--- config.mk ---
export PLATFORM = sky130hd
export DESIGN_NAME = sorted_expiry_timer_queue_flat
export DESIGN_NICKNAME = d
export VERILOG_FILES = /design/src/rtl/setq_pkg.sv /design/src/rtl/setq_in_if.sv /design/src/rtl/setq_out_if.sv /design/src/rtl/setq_order_list.sv /design/src/rtl/setq_expiry_mem.sv /design/src/rtl/sorted_expiry_timer_queue.sv /design/src/flat_wrapper.sv
export SDC_FILE = /design/constraint.sdc
export NUM_CORES = 1
export LEC_CHECK = 0
export BUFFER_PORTS_ARGS = -buffer_cell sky130_fd_sc_hd__buf_2
export CAP_MARGIN = 20
export CORE_MARGIN = 5
export CORE_UTILIZATION = 50
export DETAILED_ROUTE_END_ITERATION = 10
export PLACE_DENSITY_LB_ADDON = 0.12
export SYNTH_ARGS = -nofsm -noshare
export SYNTH_HDL_FRONTEND = slang
export SYNTH_SLANG_ARGS = --single-unit
--- constraint.sdc ---
create_clock -name clk_i -period 16.4 [get_ports clk_i]
set_input_delay 0.82 -clock clk_i [delete_from_list [all_inputs] [get_ports clk_i]]
set_output_delay 0.82 -clock clk_i [all_outputs]
set_load 0.005 [all_outputs]
--- src/rtl/setq_pkg.sv ---
// setq_pkg: shared constants, codes and control struct for the sorted timer queue.
// No dependencies.
package setq_pkg;

  // Defaults for the top-level parameters.
  localparam int unsigned TIMER_SLOTS_DEF = 16;
  localparam int unsigned TIME_BITS_DEF   = 32;

  // Fixed field widths.
  localparam int unsigned HANDLES   = 16;
  localparam int unsigned ID_W      = 4;
  localparam int unsigned FUNC_W    = 2;
  localparam int unsigned KIND_W    = 3;
  localparam int unsigned IN_TIME_W = 32;
  // Positions 0..HANDLES (queue never holds more than HANDLES timers).
  localparam int unsigned CNT_W     = 5;

  // Operation codes.
  localparam logic [FUNC_W-1:0] FUNC_ADD    = 2'd0;
  localparam logic [FUNC_W-1:0] FUNC_ADJUST = 2'd1;
  localparam logic [FUNC_W-1:0] FUNC_DELETE = 2'd2;
  localparam logic [FUNC_W-1:0] FUNC_TICK   = 2'd3;

  // Result kinds.
  localparam logic [KIND_W-1:0] KIND_DONE     = 3'd0;
  localparam logic [KIND_W-1:0] KIND_EXPIRED  = 3'd1;
  localparam logic [KIND_W-1:0] KIND_NONE     = 3'd2;
  localparam logic [KIND_W-1:0] KIND_ABSENT   = 3'd3;
  localparam logic [KIND_W-1:0] KIND_PRESENT  = 3'd4;
  localparam logic [KIND_W-1:0] KIND_FULL     = 3'd5;

  // Sequencer to order-list control.
  typedef struct packed {
    logic             rm_en;
    logic [CNT_W-1:0] rm_pos;
    logic             ins_en;
    logic [CNT_W-1:0] ins_pos;
    logic [ID_W-1:0]  ins_id;
  } order_ctrl_t;

endpackage

--- src/rtl/setq_in_if.sv ---
// setq_in_if / setq_out_if: valid-ready channels for commands and results.
// Depends on setq_pkg.
interface setq_in_if import setq_pkg::*; ();
  logic                 valid;
  logic                 ready;
  logic [FUNC_W-1:0]    func;
  logic [ID_W-1:0]      timer_id;
  logic [IN_TIME_W-1:0] expire_time;
  logic [IN_TIME_W-1:0] current_time;

  modport source (output valid, func, timer_id, expire_time, current_time, input ready);
  modport sink   (input valid, func, timer_id, expire_time, current_time, output ready);
endinterface

--- src/rtl/setq_out_if.sv ---
// setq_out_if: valid-ready channel for result transfers.
// Depends on setq_pkg.
interface setq_out_if import setq_pkg::*; ();
  logic              valid;
  logic              ready;
  logic [KIND_W-1:0] kind;
  logic [ID_W-1:0]   expired_id;
  logic              last;

  modport source (output valid, kind, expired_id, last, input ready);
  modport sink   (input valid, kind, expired_id, last, output ready);
endinterface

--- src/rtl/setq_order_list.sv ---
// setq_order_list: row of handle cells kept in expiry order; shift-remove, shift-insert,
// one positional read and a handle search. Depends on setq_pkg.
module setq_order_list import setq_pkg::*; #(
  parameter int unsigned CAP = HANDLES
) (
  input  logic              clk_i,
  input  order_ctrl_t       ctrl_i,
  input  logic [CNT_W-1:0]  count_i,
  input  logic [CNT_W-1:0]  rd_pos_i,
  output logic [ID_W-1:0]   rd_id_o,
  input  logic [ID_W-1:0]   find_id_i,
  output logic [CNT_W-1:0]  find_pos_o
);

  localparam int unsigned IW = $clog2(CAP);

  logic [ID_W-1:0] ent_q [CAP];
  logic [ID_W-1:0] ent_d [CAP];

  always_comb begin
    for (int j = 0; j < CAP; j++) begin
      ent_d[j] = ent_q[j];
      if (ctrl_i.rm_en && (CNT_W'(j) >= ctrl_i.rm_pos) && (j + 1 < CAP)) begin
        ent_d[j] = ent_q[(j + 1) % CAP];
      end
      if (ctrl_i.ins_en) begin
        if (CNT_W'(j) == ctrl_i.ins_pos) begin
          ent_d[j] = ctrl_i.ins_id;
        end else if ((CNT_W'(j) > ctrl_i.ins_pos) && (j > 0)) begin
          ent_d[j] = ent_q[(j + CAP - 1) % CAP];
        end
      end
    end
  end

  always_ff @(posedge clk_i) begin
    for (int j = 0; j < CAP; j++) begin
      ent_q[j] <= ent_d[j];
    end
  end

  assign rd_id_o = (rd_pos_i < CNT_W'(CAP)) ? ent_q[rd_pos_i[IW-1:0]] : '0;

  // First queued cell holding the handle.
  always_comb begin
    logic found;
    found      = 1'b0;
    find_pos_o = '0;
    for (int j = 0; j < CAP; j++) begin
      if (!found && (CNT_W'(j) < count_i) && (ent_q[j] == find_id_i)) begin
        found      = 1'b1;
        find_pos_o = CNT_W'(j);
      end
    end
  end

endmodule

--- src/rtl/setq_expiry_mem.sv ---
// setq_expiry_mem: expiry time per handle, one write and one registered read port.
// Depends on setq_pkg.
module setq_expiry_mem import setq_pkg::*; #(
  parameter int unsigned TIME_BITS = TIME_BITS_DEF
) (
  input  logic                 clk_i,
  input  logic                 we_i,
  input  logic [ID_W-1:0]      waddr_i,
  input  logic [TIME_BITS-1:0] wdata_i,
  input  logic [ID_W-1:0]      raddr_i,
  output logic [TIME_BITS-1:0] rdata_o
);

  logic [TIME_BITS-1:0] mem [HANDLES];

  always_ff @(posedge clk_i) begin
    if (we_i) begin
      mem[waddr_i] <= wdata_i;
    end
    rdata_o <= mem[raddr_i];
  end

endmodule

--- src/rtl/sorted_expiry_timer_queue.sv ---
// Sorted timer queue, one command at a time. Add and adjust walk the timers ahead of the
// new spot with one compare each; delete unlinks the handle; rejects answer at once; a tick
// compares the head against now, removing and reporting each expired timer in turn.
// Output stalls hold the sequencer in S_EMIT; a waiting final
// result does not block the next command. Reset (async, active low) empties the queue.
// Depends on setq_pkg, setq_in_if, setq_out_if, setq_order_list, setq_expiry_mem.
module sorted_expiry_timer_queue import setq_pkg::*; #(
  parameter int unsigned TIMER_SLOTS = TIMER_SLOTS_DEF,
  parameter int unsigned TIME_BITS   = TIME_BITS_DEF
) (
  input  logic       clk_i,
  input  logic       rst_ni,
  setq_in_if.sink    in_i,
  setq_out_if.source out_o
);

  // Usable depth: never more timers than handles.
  localparam int unsigned CAP = (TIMER_SLOTS < HANDLES) ? TIMER_SLOTS : HANDLES;

  typedef enum logic [2:0] {
    S_IDLE,    // waiting for a command
    S_UNLINK,  // pull the handle out of the list (adjust, delete)
    S_SCAN,    // walk the list for the insert spot
    S_TRD,     // tick: read head expiry
    S_TCMP,    // tick: compare head against now
    S_EMIT     // hand a result to the output register
  } state_e;

  state_e               state_q, state_d;
  logic [FUNC_W-1:0]    func_q, func_d;
  logic [ID_W-1:0]      id_q, id_d;
  logic [TIME_BITS-1:0] et_q, et_d, now_q, now_d;
  logic [CNT_W-1:0]     count_q, count_d;
  logic [HANDLES-1:0]   mask_q, mask_d;
  logic [CNT_W-1:0]     idx_q, idx_d, cmp_idx_q, cmp_idx_d;
  logic                 pend_q, pend_d;
  logic [ID_W-1:0]      held_q, held_d;
  logic                 have_q, have_d;
  logic [KIND_W-1:0]    res_kind_q, res_kind_d;
  logic [ID_W-1:0]      res_id_q, res_id_d;
  logic                 res_last_q, res_last_d;
  logic                 out_vld_q, out_vld_d;
  logic [KIND_W-1:0]    out_kind_q, out_kind_d;
  logic [ID_W-1:0]      out_id_q, out_id_d;
  logic                 out_last_q, out_last_d;

  logic [TIME_BITS-1:0] et_in, now_in;
  order_ctrl_t          ctrl;
  logic [CNT_W-1:0]     rd_pos, find_pos;
  logic [ID_W-1:0]      rd_id;
  logic                 mem_we;
  logic [TIME_BITS-1:0] rdata, cmp_ref;
  logic                 cmp_gt, stop_gt;

  // Time fields are kept in TIME_BITS bits.
  if (TIME_BITS <= IN_TIME_W) begin : g_narrow
    assign et_in  = in_i.expire_time[TIME_BITS-1:0];
    assign now_in = in_i.current_time[TIME_BITS-1:0];
  end else begin : g_wide
    assign et_in  = {{(TIME_BITS - IN_TIME_W){1'b0}}, in_i.expire_time};
    assign now_in = {{(TIME_BITS - IN_TIME_W){1'b0}}, in_i.current_time};
  end

  setq_order_list #(.CAP(CAP)) u_order (
    .clk_i      (clk_i),
    .ctrl_i     (ctrl),
    .count_i    (count_q),
    .rd_pos_i   (rd_pos),
    .rd_id_o    (rd_id),
    .find_id_i  (id_q),
    .find_pos_o (find_pos)
  );

  setq_expiry_mem #(.TIME_BITS(TIME_BITS)) u_exp (
    .clk_i   (clk_i),
    .we_i    (mem_we),
    .waddr_i (id_q),
    .wdata_i (et_q),
    .raddr_i (rd_id),
    .rdata_o (rdata)
  );

  // The one shared comparator: stored expiry vs. new expiry (insert) or now (tick).
  assign cmp_ref = (func_q == FUNC_TICK) ? now_q : et_q;
  assign cmp_gt  = rdata > cmp_ref;
  assign stop_gt = pend_q && cmp_gt;

  assign in_i.ready       = (state_q == S_IDLE);
  assign out_o.valid      = out_vld_q;
  assign out_o.kind       = out_kind_q;
  assign out_o.expired_id = out_id_q;
  assign out_o.last       = out_last_q;

  always_comb begin
    state_d    = state_q;
    func_d     = func_q;
    id_d       = id_q;
    et_d       = et_q;
    now_d      = now_q;
    count_d    = count_q;
    mask_d     = mask_q;
    idx_d      = idx_q;
    cmp_idx_d  = cmp_idx_q;
    pend_d     = pend_q;
    held_d     = held_q;
    have_d     = have_q;
    res_kind_d = res_kind_q;
    res_id_d   = res_id_q;
    res_last_d = res_last_q;
    out_vld_d  = out_vld_q && !out_o.ready;
    out_kind_d = out_kind_q;
    out_id_d   = out_id_q;
    out_last_d = out_last_q;
    ctrl       = '0;
    mem_we     = 1'b0;
    rd_pos     = idx_q;

    case (state_q)
      S_IDLE: begin
        if (in_i.valid) begin
          func_d     = in_i.func;
          id_d       = in_i.timer_id;
          et_d       = et_in;
          now_d      = now_in;
          idx_d      = '0;
          pend_d     = 1'b0;
          have_d     = 1'b0;
          res_id_d   = in_i.timer_id;
          res_last_d = 1'b1;
          case (in_i.func)
            FUNC_ADD: begin
              if (mask_q[in_i.timer_id]) begin
                res_kind_d = KIND_PRESENT;
                state_d    = S_EMIT;
              end else if (count_q >= CNT_W'(CAP)) begin
                res_kind_d = KIND_FULL;
                state_d    = S_EMIT;
              end else begin
                state_d = S_SCAN;
              end
            end
            FUNC_ADJUST, FUNC_DELETE: begin
              if (!mask_q[in_i.timer_id]) begin
                res_kind_d = KIND_ABSENT;
                state_d    = S_EMIT;
              end else begin
                state_d = S_UNLINK;
              end
            end
            FUNC_TICK: begin
              state_d = S_TRD;
            end
            default: begin
              state_d = S_IDLE;
            end
          endcase
        end
      end

      S_UNLINK: begin
        ctrl.rm_en     = 1'b1;
        ctrl.rm_pos    = find_pos;
        count_d        = count_q - CNT_W'(1);
        mask_d[id_q]   = 1'b0;
        if (func_q == FUNC_ADJUST) begin
          state_d = S_SCAN;
        end else begin
          res_kind_d = KIND_DONE;
          state_d    = S_EMIT;
        end
      end

      // Reads are pipelined: address for idx_q goes out while the data for
      // cmp_idx_q is compared. Insert after every entry at or below et.
      S_SCAN: begin
        if (stop_gt || (idx_q >= count_q)) begin
          ctrl.ins_en  = 1'b1;
          ctrl.ins_pos = stop_gt ? cmp_idx_q : count_q;
          ctrl.ins_id  = id_q;
          mem_we       = 1'b1;
          mask_d[id_q] = 1'b1;
          count_d      = count_q + CNT_W'(1);
          res_kind_d   = KIND_DONE;
          state_d      = S_EMIT;
        end else begin
          pend_d    = 1'b1;
          cmp_idx_d = idx_q;
          idx_d     = idx_q + CNT_W'(1);
        end
      end

      S_TRD: begin
        rd_pos = '0;
        if (count_q == '0) begin
          res_kind_d = have_q ? KIND_EXPIRED : KIND_NONE;
          res_id_d   = have_q ? held_q : '0;
          res_last_d = 1'b1;
          state_d    = S_EMIT;
        end else begin
          state_d = S_TCMP;
        end
      end

      // The previous expired handle is held back until the next head compare so its last flag is known.
      S_TCMP: begin
        rd_pos = '0;
        if (cmp_gt) begin
          res_kind_d = have_q ? KIND_EXPIRED : KIND_NONE;
          res_id_d   = have_q ? held_q : '0;
          res_last_d = 1'b1;
          state_d    = S_EMIT;
        end else begin
          ctrl.rm_en    = 1'b1;
          ctrl.rm_pos   = '0;
          count_d       = count_q - CNT_W'(1);
          mask_d[rd_id] = 1'b0;
          held_d        = rd_id;
          have_d        = 1'b1;
          if (have_q) begin
            res_kind_d = KIND_EXPIRED;
            res_id_d   = held_q;
            res_last_d = 1'b0;
            state_d    = S_EMIT;
          end else begin
            state_d = S_TRD;
          end
        end
      end

      S_EMIT: begin
        if (!out_vld_q || out_o.ready) begin
          out_vld_d  = 1'b1;
          out_kind_d = res_kind_q;
          out_id_d   = res_id_q;
          out_last_d = res_last_q;
          state_d    = res_last_q ? S_IDLE : S_TRD;
        end
      end

      default: begin
        state_d = S_IDLE;
      end
    endcase
  end

  always_ff @(posedge clk_i or negedge rst_ni) begin
    if (!rst_ni) begin
      state_q   <= S_IDLE;
      count_q   <= '0;
      mask_q    <= '0;
      pend_q    <= 1'b0;
      have_q    <= 1'b0;
      out_vld_q <= 1'b0;
    end else begin
      state_q   <= state_d;
      count_q   <= count_d;
      mask_q    <= mask_d;
      pend_q    <= pend_d;
      have_q    <= have_d;
      out_vld_q <= out_vld_d;
    end
  end

  // Payload registers.
  always_ff @(posedge clk_i) begin
    func_q     <= func_d;
    id_q       <= id_d;
    et_q       <= et_d;
    now_q      <= now_d;
    idx_q      <= idx_d;
    cmp_idx_q  <= cmp_idx_d;
    held_q     <= held_d;
    res_kind_q <= res_kind_d;
    res_id_q   <= res_id_d;
    res_last_q <= res_last_d;
    out_kind_q <= out_kind_d;
    out_id_q   <= out_id_d;
    out_last_q <= out_last_d;
  end

endmodule

--- src/flat_wrapper.sv ---
// flat-port wrapper written by rule: the top's interface ports become plain ports
module sorted_expiry_timer_queue_flat import setq_pkg::*;
#(
  parameter int unsigned TIMER_SLOTS = TIMER_SLOTS_DEF,
  parameter int unsigned TIME_BITS   = TIME_BITS_DEF
)
  (clk_i, rst_ni, in_i_valid, in_i_func, in_i_timer_id, in_i_expire_time, in_i_current_time, in_i_ready, out_o_valid, out_o_kind, out_o_expired_id, out_o_last, out_o_ready);
  setq_in_if in_i_i ();
  setq_out_if out_o_i ();
  input  logic clk_i;
  input  logic rst_ni;
  input wire logic [$bits(in_i_i.valid)-1:0] in_i_valid;
  input wire logic [$bits(in_i_i.func)-1:0] in_i_func;
  input wire logic [$bits(in_i_i.timer_id)-1:0] in_i_timer_id;
  input wire logic [$bits(in_i_i.expire_time)-1:0] in_i_expire_time;
  input wire logic [$bits(in_i_i.current_time)-1:0] in_i_current_time;
  output wire logic [$bits(in_i_i.ready)-1:0] in_i_ready;
  output wire logic [$bits(out_o_i.valid)-1:0] out_o_valid;
  output wire logic [$bits(out_o_i.kind)-1:0] out_o_kind;
  output wire logic [$bits(out_o_i.expired_id)-1:0] out_o_expired_id;
  output wire logic [$bits(out_o_i.last)-1:0] out_o_last;
  input wire logic [$bits(out_o_i.ready)-1:0] out_o_ready;
  assign in_i_i.valid = in_i_valid;
  assign in_i_i.func = in_i_func;
  assign in_i_i.timer_id = in_i_timer_id;
  assign in_i_i.expire_time = in_i_expire_time;
  assign in_i_i.current_time = in_i_current_time;
  assign in_i_ready = in_i_i.ready;
  assign out_o_valid = out_o_i.valid;
  assign out_o_kind = out_o_i.kind;
  assign out_o_expired_id = out_o_i.expired_id;
  assign out_o_last = out_o_i.last;
  assign out_o_i.ready = out_o_ready;
  sorted_expiry_timer_queue #(.TIMER_SLOTS(TIMER_SLOTS), .TIME_BITS(TIME_BITS)) u_core (.clk_i(clk_i), .rst_ni(rst_ni), .in_i(in_i_i), .out_o(out_o_i));
endmodule
==> results.yml <==
run_status:
  status: "complete, no violations"
die:
  fp-row-count: 94
  die_w_um: 268
  coreArea_sq_um: 65900
  io_pins: 84
  die_y_um: 268
  start_util: 0.505
  dieArea_sq_um: 71800
setup_path:
  worstSetupEndpointType: "flip-flop"
  critPathArrivalTime_ns: 6.64
  reg2regPathDepth: 15
  start_kind: "flip-flop"
  crit_fanout: 37
  r2r_slack_ns: 10.03
  worstSetupPathType: "flip-flop to flip-flop"
  r2r_start: "u_core.func_q[0]"
  cp-startpoint: "u_core.func_q[0]"
  cp_data_required_time_ns: 16.67
  rr_endpoint: "u_core.u_exp.mem[2][30]"
sta:
  fin_worst_skew_ns: 0.0253
  rsz0062_at_grt: "false"
  fin_tns_setup_ns: 0
  worst_slew_pin_slew_ns: 1.11
  period_minus_slack_ns: 6.37
  timing.fmax_mhz: 157
  slew_viol_final: 0
  worst_hold_slack_ns: 0.230
  finalCritPeriodShare: 0.389
  finalSetupViolations: 0
  layout_setup_ws_ns: 10.03
  slew_headroom: 0.238
  finalHoldViolCount: 0
grt:
  grtUsageTotal: 0.258
  grt_max_degree: 139
  grt_pass1_vias: 21300
  grt_overflow_total: 0
  antenna_found_initial: 0
  grt_pass1_wl_um: 139000
clock_tree:
  cts_buffers: 79
  ctsResizeCount: 0
  cts_root_buf: "clkbuf_16"
  post_cts_buffers: 0
  clkSinkCount: 735
  cts_tree: "yes"
  cts_buffer_depth: 3
  cts_hold_buf: 0
  worstSkewPairLatency_ns: 0.63
  clkSlewWorstSetupHoldPaths_ns: 0.06
  htree_levels: 3
power:
  switching_share: 0.400
  clkPwrFrac: 0.221
  vdd_drop_max_uv: 177
  p_leak_nw: 13.1
  power_switching_w: 0.00311
  power.density_nw_per_um2: 210
  p_int_w: 0.00467
  pwr-share-seq: 0.336
  pwr-share-comb: 0.443
logic_synthesis:
  synth_top_cell_area_share: 0.556
  yosys-top-cells-count: "edfxtp_1, mux2i_1, a21oi_1"
  syn_area_per_cell_sq_um: 13.7
  yosysMostFrequentCell: "edfxtp_1"
  synthTopCellsByArea: "edfxtp_1, mux2i_1, dfxtp_1, mux2_2, a21oi_1"
  yosys_warnings: 0
  synth_flop_cell: "edfxtp_1"
  synth_area_sq_um: 33200
  seq_area_frac_synth: 0.632
  async_flop_share: 0.0367
  ys_types: 85
  ys_seq_elements: 735
  yosys.area.top_type: "edfxtp_1"
  synth_cells: 2420
  synth_edf_count: 616
  syn_nets: 2539
drt:
  final_antenna_net_count: 0
  vias_per_cell: 6.21
  firstDrtPassIters: 8
  drc: 0
  drt_iter0_markers: 1918
  routed_wl_um: 94100
  vias: 21300
  wl_per_cell_um: 27.4
place:
  place.gp.congestion: 0.947
  port_buffers: 83
  placed_area_sq_um: 34600
  dp_slack_ns: 10.05
  dpl.cell_count: 3281
  dp_hpwl_um: 57200
finish:
  fin_nets: 2618
  stdcell_area_sq_um: 37100
  n_fill_cell: 5358
  final_layout_size_suffix_gt1_frac: 0.156
  area_growth_pct: 11.7
  final_cells: 3430
job:
  cap_violations: 0
min_path:
  hold_class: "input port to async pin"
[sequential cells by signal (all words and copies together) (netlist names), 3 cells and up]
register                 count
u_core.u_exp.mem           512
u_core.u_order.ent_q        64
u_core.et_q                 32
u_core.now_q                32
u_core.u_exp.rdata_o        32
u_core.mask_q               16
u_core.cmp_idx_q             5
u_core.count_q               5
u_core.idx_q                 5
u_core.held_q                4
u_core.id_q                  4
u_core.out_o.expired_id      4
u_core.res_id_q              4
u_core.out_o.kind            3
u_core.res_kind_q            3
u_core.state_q               3
[metal layers]
| layer | up-vias | GRT usage | wire length, um |
|---|---|---|---|
| li1 | 9598 | - | - |
| met1 | 10800 | 0.362 | 41400 |
| met2 | 748 | 0.422 | 44600 |
| met3 | 191 | 0.0336 | 4880 |
| met4 | 0 | 0.0887 | 3210 |
| met5 | - | 0 | 0 |
[placed cells by master, fill, tap and decap left out, drive strengths merged, types with 12 or more instances in the layout]
master / n
dfrtp: 27
nand3: 31
a221o: 35
a31oi: 14
o22ai: 58
xor2: 22
clkbuf: 116
nor2: 116
ha: 45
inv: 53
dfxtp: 92
xnor2: 50
buf: 135
nand2: 86
nor2b: 72
edfxtp: 616
or3: 12
nor3: 65
or2: 14
mux2: 81
a211oi: 83
clkinv: 28
o21ai: 52
mux2i: 288
nand4: 30
a21oi: 143
[per-stage QoR]
step	util	power [W]
after floorplan	-	0.00507
after global placement	0.525	0.00601
after detailed placement	0.525	0.00604
after CTS	0.564	0.00778
after global routing	0.564	0.00816
final	0.564	0.00778
[how the worst max path moves through the flow]
stage	end	slack [ns]	cells past startpoint
2_1_floorplan	u_core.mask_q[12]	10.41	15
3_3_place_gp	u_core.u_exp.mem[2][30]	10.19	15
3_5_place_dp	u_core.u_exp.mem[2][29]	10.05	15
4_1_cts	u_core.u_exp.mem[2][30]	10.04	15
5_1_grt	u_core.u_exp.mem[2][30]	9.71	15
6_report	u_core.u_exp.mem[2][30]	10.03	15
[layout make-up]
class / instances / area (sq um) / share of cell area
diodes: 2 / 5.00 / 0.000135
clock buffers: 115 / 2250 / 0.0607
clock inverters: 31 / 282 / 0.00758
inverters: 52 / 198 / 0.00532
multi-input cells: 1495 / 11400 / 0.308
flip-flops and latches: 735 / 21000 / 0.566
well taps: 864 / 1080 / 0.0291
repair buffers: 136 / 851 / 0.0229
[critical path: stages (launching register included)]
cell and delay, ns:
edfxtp_1 0.40, nand2_2 0.07, buf_4 0.53, mux2i_1 0.18, ha_1 0.35, nand4_1 0.27, nor2_1 0.26, nand3_1 0.12
o311ai_1 0.58, o211ai_1 0.19, buf_4 0.32, a21o_1 0.50, nor2_1 0.68, nand2_1 0.42, nor2_4 0.58, buf_4 0.48
[power by group through the flow]
stage / clock, W / combinational, W / sequential (W)
floorplan: 0 / 0.00256 / 0.00250
global route: 0.00184 / 0.00370 / 0.00263
detailed placement: 0 / 0.00340 / 0.00264
finish: 0.00172 / 0.00344 / 0.00261
CTS: 0.00175 / 0.00342 / 0.00260
global placement: 0 / 0.00337 / 0.00264
[cell families (layout without fill, tap and decap cells)]
logic type	count (synthesis)	count (layout)	share of synthesized area
DFF	735	735	0.632
AOI/OAI and AO/OA	518	518	0.108
and+or+nand+nor	481	481	0.0754
muxes	379	379	0.121
buffers and inverters	190	334	0.0276
xor gates and xnor gates	72	72	0.0190
adders and majority gates	45	45	0.0169
other	0	2	0
(Power assumes the default switching activity.)
